### src/sv/packet_deframer_with_payload_fifo_macros.svh
// ----------------------------------------------------------------------------
// Packet deframer assertion macros
// Shared assertion forms, clocked on clk and disabled during reset.
// ----------------------------------------------------------------------------
`ifndef PACKET_DEFRAMER_WITH_PAYLOAD_FIFO_MACROS_SVH
`define PACKET_DEFRAMER_WITH_PAYLOAD_FIFO_MACROS_SVH

// Consequent holds in the same cycle as the antecedent.
`define PDF_ASSERT_IMPLIES(name, pre, post) \
    name: assert property (@(posedge clk) disable iff (!rst_n) (pre) |-> (post)) \
        else $error("pdf assertion failed");

// Consequent holds in the cycle after the antecedent.
`define PDF_ASSERT_NEXT(name, pre, post) \
    name: assert property (@(posedge clk) disable iff (!rst_n) (pre) |=> (post)) \
        else $error("pdf assertion failed");

`endif

### src/sv/pdf_pkg.sv
// ----------------------------------------------------------------------------
// Packet deframer package
// Transaction types, status codes, framing constants and the CRC step.
// ----------------------------------------------------------------------------
package pdf_pkg;

    localparam int LEN_W = 10;

    localparam int DEF_MAX_PAYLOAD = 700;
    localparam int DEF_QUEUE_SLOTS = 4;

    localparam logic CMD_RX  = 1'b0;
    localparam logic CMD_POP = 1'b1;

    localparam logic [2:0] ST_IGNORED    = 3'd0;
    localparam logic [2:0] ST_IN_FRAME   = 3'd1;
    localparam logic [2:0] ST_QUEUED     = 3'd2;
    localparam logic [2:0] ST_DROPPED    = 3'd3;
    localparam logic [2:0] ST_CRC_BAD    = 3'd4;
    localparam logic [2:0] ST_LEN_REJECT = 3'd5;
    localparam logic [2:0] ST_POP_DATA   = 3'd6;
    localparam logic [2:0] ST_POP_EMPTY  = 3'd7;

    localparam logic [7:0]  START_SHORT = 8'd2;
    localparam logic [7:0]  START_LONG  = 8'd4;
    localparam logic [7:0]  END_MARK    = 8'd3;
    localparam logic [15:0] CRC_POLY    = 16'h1021;

    typedef struct packed {
        logic       cmd;
        logic [7:0] rx_byte;
    } item_t;

    typedef struct packed {
        logic [2:0]       status;
        logic             accepted;
        logic [7:0]       payload_byte;
        logic             payload_last;
        logic [LEN_W-1:0] payload_length;
        logic [2:0]       pending_count;
        logic [31:0]      good_frames;
        logic [31:0]      bad_frames;
        logic [31:0]      dropped_frames;
    } result_t;

    // framer -> queue: payload byte write into the slot being filled
    typedef struct packed {
        logic             we;
        logic [LEN_W-1:0] offset;
        logic [7:0]       data;
    } store_wr_t;

    // framer -> queue: frame complete, push the filled slot
    typedef struct packed {
        logic             valid;
        logic [LEN_W-1:0] length;
    } commit_t;

    typedef struct packed {
        logic [2:0] status;
        logic       accepted;
        logic       idle;
    } fr_res_t;

    typedef struct packed {
        logic [2:0] status;
        logic       last;
    } pop_res_t;

    // CRC-16/XMODEM, one byte per call
    function automatic logic [15:0] crc16_byte(input logic [15:0] crc, input logic [7:0] b);
        logic [15:0] c;
        int k;
        c = crc ^ {b, 8'h00};
        for (k = 0; k < 8; k++)
        begin
            c = c[15] ? ((c << 1) ^ CRC_POLY) : (c << 1);
        end
        return c;
    endfunction

endpackage

### src/sv/pdf_framer.sv
// ----------------------------------------------------------------------------
// Packet deframer: frame parser
// Walks start, length, payload, CRC and end bytes; checks CRC and counts frames.
// ----------------------------------------------------------------------------
module pdf_framer #(
    parameter int MAX_PAYLOAD = pdf_pkg::DEF_MAX_PAYLOAD
) (
    input  logic                clk,
    input  logic                rst_n,
    input  logic                go,
    input  logic [7:0]          rx_byte,
    input  logic                full,
    output pdf_pkg::store_wr_t  wr,
    output pdf_pkg::commit_t    commit,
    output pdf_pkg::fr_res_t    res,
    output logic [31:0]         good_frames,
    output logic [31:0]         bad_frames,
    output logic [31:0]         dropped_frames
);
    import pdf_pkg::*;

    localparam logic [2:0] S_IDLE   = 3'd0;
    localparam logic [2:0] S_LEN    = 3'd1;
    localparam logic [2:0] S_DATA   = 3'd2;
    localparam logic [2:0] S_CRC_HI = 3'd3;
    localparam logic [2:0] S_CRC_LO = 3'd4;
    localparam logic [2:0] S_END    = 3'd5;

    logic [2:0]       state_reg, state_next;
    logic [1:0]       len_left_reg, len_left_next;
    logic [15:0]      frame_len_reg, frame_len_next;
    logic [LEN_W-1:0] offset_reg, offset_next;
    logic [15:0]      crc_reg, crc_next;
    logic [15:0]      rcrc_reg, rcrc_next;
    logic             lost_reg, lost_next;
    logic [31:0]      good_reg, good_next;
    logic [31:0]      bad_reg, bad_next;
    logic [31:0]      drop_reg, drop_next;

    logic [15:0]      len_v;
    logic [7:0]       kind;
    logic [LEN_W-1:0] offset_inc;

    // length accumulates big-endian and saturates at 16 bits
    assign len_v      = (frame_len_reg[15:8] != 8'h00) ? 16'hFFFF : {frame_len_reg[7:0], rx_byte};
    assign kind       = rx_byte - 8'd1;
    assign offset_inc = offset_reg + LEN_W'(1);

    always_comb
    begin
        state_next     = state_reg;
        len_left_next  = len_left_reg;
        frame_len_next = frame_len_reg;
        offset_next    = offset_reg;
        crc_next       = crc_reg;
        rcrc_next      = rcrc_reg;
        lost_next      = lost_reg;
        good_next      = good_reg;
        bad_next       = bad_reg;
        drop_next      = drop_reg;
        wr.we          = 1'b0;
        wr.offset      = offset_reg;
        wr.data        = rx_byte;
        commit.valid   = 1'b0;
        commit.length  = frame_len_reg[LEN_W-1:0];
        res.status     = ST_IGNORED;
        res.accepted   = 1'b0;
        res.idle       = (state_reg == S_IDLE);

        if (go)
        begin
            unique case (state_reg)
                S_IDLE:
                begin
                    if (rx_byte >= START_SHORT && rx_byte <= START_LONG)
                    begin
                        state_next     = S_LEN;
                        len_left_next  = kind[1:0];
                        frame_len_next = 16'h0000;
                        crc_next       = 16'h0000;
                        rcrc_next      = 16'h0000;
                        lost_next      = 1'b0;
                        res.status     = ST_IN_FRAME;
                        res.accepted   = 1'b1;
                    end
                end
                S_LEN:
                begin
                    res.accepted   = 1'b1;
                    res.status     = ST_IN_FRAME;
                    frame_len_next = len_v;
                    len_left_next  = len_left_reg - 2'd1;
                    if (len_left_reg == 2'd1)
                    begin
                        if (len_v == 16'h0000 || len_v > 16'(MAX_PAYLOAD))
                        begin
                            state_next = S_IDLE;
                            res.status = ST_LEN_REJECT;
                        end
                        else
                        begin
                            state_next  = S_DATA;
                            offset_next = '0;
                        end
                    end
                end
                S_DATA:
                begin
                    res.accepted = 1'b1;
                    res.status   = ST_IN_FRAME;
                    // a byte lost to a full queue spoils the whole frame
                    if (full)
                    begin
                        lost_next = 1'b1;
                    end
                    else
                    begin
                        wr.we = 1'b1;
                    end
                    crc_next    = crc16_byte(crc_reg, rx_byte);
                    offset_next = offset_inc;
                    if (offset_inc == frame_len_reg[LEN_W-1:0])
                    begin
                        state_next = S_CRC_HI;
                    end
                end
                S_CRC_HI:
                begin
                    res.accepted = 1'b1;
                    res.status   = ST_IN_FRAME;
                    rcrc_next    = {rx_byte, 8'h00};
                    state_next   = S_CRC_LO;
                end
                S_CRC_LO:
                begin
                    res.accepted = 1'b1;
                    res.status   = ST_IN_FRAME;
                    rcrc_next    = {rcrc_reg[15:8], rx_byte};
                    state_next   = S_END;
                end
                S_END:
                begin
                    res.accepted = 1'b1;
                    state_next   = S_IDLE;
                    if (rx_byte == END_MARK && rcrc_reg == crc_reg)
                    begin
                        good_next = good_reg + 32'd1;
                        if (!full && !lost_reg)
                        begin
                            commit.valid = 1'b1;
                            res.status   = ST_QUEUED;
                        end
                        else
                        begin
                            drop_next  = drop_reg + 32'd1;
                            res.status = ST_DROPPED;
                        end
                    end
                    else
                    begin
                        bad_next   = bad_reg + 32'd1;
                        res.status = ST_CRC_BAD;
                    end
                end
                default:
                begin
                    state_next = S_IDLE;
                end
            endcase
        end
    end

    always_ff @(posedge clk or negedge rst_n)
    begin
        if (!rst_n)
        begin
            state_reg     <= S_IDLE;
            len_left_reg  <= 2'd0;
            frame_len_reg <= 16'h0000;
            offset_reg    <= '0;
            crc_reg       <= 16'h0000;
            rcrc_reg      <= 16'h0000;
            lost_reg      <= 1'b0;
            good_reg      <= 32'd0;
            bad_reg       <= 32'd0;
            drop_reg      <= 32'd0;
        end
        else
        begin
            state_reg     <= state_next;
            len_left_reg  <= len_left_next;
            frame_len_reg <= frame_len_next;
            offset_reg    <= offset_next;
            crc_reg       <= crc_next;
            rcrc_reg      <= rcrc_next;
            lost_reg      <= lost_next;
            good_reg      <= good_next;
            bad_reg       <= bad_next;
            drop_reg      <= drop_next;
        end
    end

    assign good_frames    = good_reg;
    assign bad_frames     = bad_reg;
    assign dropped_frames = drop_reg;

endmodule

### config.mk
export PLATFORM = sky130hd
export DESIGN_NAME = pdf_framer
export DESIGN_NICKNAME = d
export VERILOG_FILES = /design/src/sv/packet_deframer_with_payload_fifo_macros.svh /design/src/sv/pdf_pkg.sv /design/src/sv/pdf_framer.sv
export SDC_FILE = /design/constraint.sdc
export NUM_CORES = 1
export LEC_CHECK = 0
export BUFFER_PORTS_ARGS = -buffer_cell sky130_fd_sc_hd__buf_4
export CORE_ASPECT_RATIO = 1.2
export CORE_UTILIZATION = 51
export CTS_BUF_LIST = sky130_fd_sc_hd__clkbuf_4 sky130_fd_sc_hd__clkbuf_8 sky130_fd_sc_hd__clkbuf_16
export CTS_CLUSTER_SIZE = 14
export DETAILED_ROUTE_END_ITERATION = 16
export PLACE_DENSITY_LB_ADDON = 0.25
export SLEW_MARGIN = 25
export SYNTH_ARGS = -nofsm -noshare
export SYNTH_HDL_FRONTEND = slang
export SYNTH_SLANG_ARGS = --single-unit
export TNS_END_PERCENT = 10
### constraint.sdc
create_clock -name clk -period 2.1 [get_ports clk]
set_input_delay 0.21 -clock clk [delete_from_list [all_inputs] [get_ports clk]]
set_output_delay 0.21 -clock clk [all_outputs]
set_load 0.05 [all_outputs]
==> flow_summary.toml <==
[status]
outcome = "finished with violations"
violations = "negative setup slack"

[floorplanning]
core_area_um2 = 15830
ios = 143
die_y_um = 142.4
initial_utilization_pct = 52.90
dieWidth_um = 119.0
rows = 50
die_area_um2 = 16940

[clock_tree]
cts_tree = "done"
clockRootBuffer = "clkbuf_16"
htreeDepth = 4
clk_pin_slew_ps = 60
cts.sinks = 160
cts.path.max_buffers = 2
clk_latency_ps = 440
cts_buffers = 17

[critical_path]
end_kind = "output pin"
critPathLaunchType = "flip-flop"
r2r-start = "crc_reg[4]"
reg2reg_to = "dropped_frames[1]"
r2r.worst_path.cells = 7
worstPathRequired_ps = 1890
r2r_setup_slack_ps = -120
crit_arrival_ps = 2260
cp_max_fo = 4
path_class = "flip-flop to output pin"

[drt]
vias = 7642
ant_nets = 0
drt_iter0_drc = 502
dr.pass1.iters = 5
drc = 0
avgViaCountPerCell = 5.874
wl_per_cell_um = 18.68
wl_um = 24300

[grt]
grt-ovfl-total = 0
grt_max_degree = 59
gr-usage-all-layers_pct = 28.47
grt_pass1_vias = 7580
antenna_found_initial = 0
grt_pass1_wl_um = 38020

[power_and_ir_drop]
p_seq_share_pct = 36.7
leakage_uw = 0.005727
power.density_nw_per_um2 = 815.8
pwr-share-clk_pct = 32.5
p_int_uw = 6319
power_frac_comb_pct = 30.8
ir_worst_vdd_uv = 875.5
power_switching_uw = 3362
switching_share_pct = 34.73

[sta]
hold_ws_ps = 109.8
maxSlewHeadroom_pct = 57.53
fmax_mhz = 404.6
rsz0062_at_grt = "true"
finalSetupViolations = 52
skew_ps = 11.56
post-route-period-util_pct = 117.7
tightest_slew_ps = 635.7
hold_violations = 0
drv_slew = 0
setup_ws_ps = -371.3
min_period_ps = 2471

[placement]
dpl.hpwl_um = 15320
gp_congestion = 0.8477
pre_cts_slack_ps = -204.5
io_buffers = 142

[layout]
syn_to_final_growth_pct = 41.72
layout.nets = 1099
antenna_cells = 0
drive_gt1_share_pct = 37.24

[logic_synthesis]
yosys.area_share.simple_pct = 21.56
yosys_warnings = 0
synth_compound_area_share_pct = 9.354
synthesis.nets = 881
synth_xor_xnor_area_share_pct = 15.17
ys_types = 58
synth_top_cell_area_share_pct = 47.82
netlist.top_cell.by_area = "dfrtp_1"
ys_top_cells_by_count = "dfrtp_1, nand2_1, xor2_1, xnor2_1, nor2_1"
synthArstFlopShare_pct = 100.0
syn_avg_cell_area_um2 = 9.713
ys_ff_latch = 160
synth.cell_area_um2 = 8373
synth_top_family_by_area = "simple AND/OR/NAND/NOR gates"
syn_inst = 862
muxShareOfSynthArea_pct = 0.5230
synth_fa_ha_area_share_pct = 1.046
synthFlopType = "dfrtp_1"
ys_seq_area_share_pct = 47.82
synth_area_leaders = "dfrtp_1, xor2_1, xnor2_1"
synth_most_common_cell = "dfrtp_1"
synth-edff-count = 0

[worst_hold_path]
min-delay-start = "rx_byte[2]"
min_to = "rcrc_reg[2]"
holdPathStages = 3
min_path_type = "primary input to flip-flop"

[flow_run]
cap_violations = 0
[cell type report]
cell class	count	area, um2
Clock buffer	18	439.2
Clock inverter	14	153.9
Fill cell	1108	3961
Inverter	19	71.32
Multi-Input combinational cell	622	4697
Sequential cell	160	4008
Tap cell	208	260.3
Timing Repair Buffer	260	2237
[worst max-delay path, cell delays in order (launching register included)]
cell and delay (ps):
dfrtp_1 420, xnor2_1 270, and2_1 290, nand2_4 90, buf_6 120, o211ai_1 370, a221oi_4 110, buf_6 170
[routing by layer]
metal,routed length (um),part of all wire [%],global-route usage [%]
met1,9700,40,34.66
met2,12830,53,49.80
met3,1126,4.6,5.369
met4,644,2.6,11.39
met5,0,0,0
[power by group through the flow]
stage / logic, uW / clock network [uW] / registers [uW]
2_1_floorplan: 1680 / 0 / 3740
3_3_place_gp: 2750 / 0 / 3590
3_5_place_dp: 2800 / 0 / 3600
4_1_cts: 2870 / 3170 / 3550
5_1_grt: 3190 / 3320 / 3590
6_report: 2990 / 3140 / 3550
[metrics by stage]
| step | power [uW] | instance area [um2] | setup TNS, ps | utilization (%) | instances |
|---|---|---|---|---|---|
| after floorplan | 5414 | 8486 | -2452 | - | 862 |
| after global placement | 6345 | 10320 | -4272 | 65.18 | 1250 |
| after detailed placement | 6399 | 10320 | -7353 | 65.18 | 1250 |
| after CTS | 9579 | 11420 | -2863 | 72.14 | 1291 |
| after global routing | 10100 | 11870 | -13080 | 74.97 | 1301 |
| final | 9681 | 11870 | -3147 | 74.97 | 1301 |
[cell usage in the layout, fill, tap and decap left out, drive strengths merged, types with 3 or more instances in the layout]
| master | n |
|---|---|
| and4 | 8 |
| nand3 | 28 |
| nand2 | 99 |
| nor4 | 34 |
| nor3b | 3 |
| or4 | 3 |
| a22o | 5 |
| dfrtp | 160 |
| o31ai | 7 |
| clkbuf | 20 |
| or3b | 3 |
| clkinvlp | 3 |
| nor2b | 3 |
| ha | 7 |
| xnor2 | 67 |
| nor3 | 50 |
| nor2 | 53 |
| a21oi | 3 |
| and2 | 9 |
| a211oi | 3 |
| o21ai | 52 |
| nand4 | 34 |
| and3 | 12 |
| clkinv | 4 |
| o41ai | 4 |
| buf | 257 |
| o211ai | 12 |
| a31o | 3 |
| o2111ai | 15 |
| inv | 24 |
| xor2 | 78 |
| mux2 | 3 |
| or2 | 3 |
[repair_timing]
item / CTS / global route
resized for setup: 85 / 66
cloned: 1 / 3
hold endpoints to repair: 46 / 0
hold buffers: 1 / 0
endpoints found under the setup margin: 93 / 104
buffers inserted: 7 / 8
pin swaps: 26 / 42
[kinds of logic (layout without fill, tap and decap cells)]
logic type      after synthesis  count (layout)
fa+ha+maj                     7               7
flops                       160             160
xor+xnor                    145             145
mux                           4               4
buf+inv                      80             311
simple gates                351             351
compound gates              115             115
[how the worst max path moves through the flow]
stage | startpoint | to | slack [ps]
after floorplan | rx_byte[7] | commit[10] | -250
after global placement | rx_byte[6] | dropped_frames[1] | -140
after detailed placement | rx_byte[6] | dropped_frames[1] | -200
after CTS | rcrc_reg[4] | res[2] | -360
after global routing | rcrc_reg[10] | res[4] | -460
final | crc_reg[14] | res[4] | -370
Power figures use the tool's default switching activity.
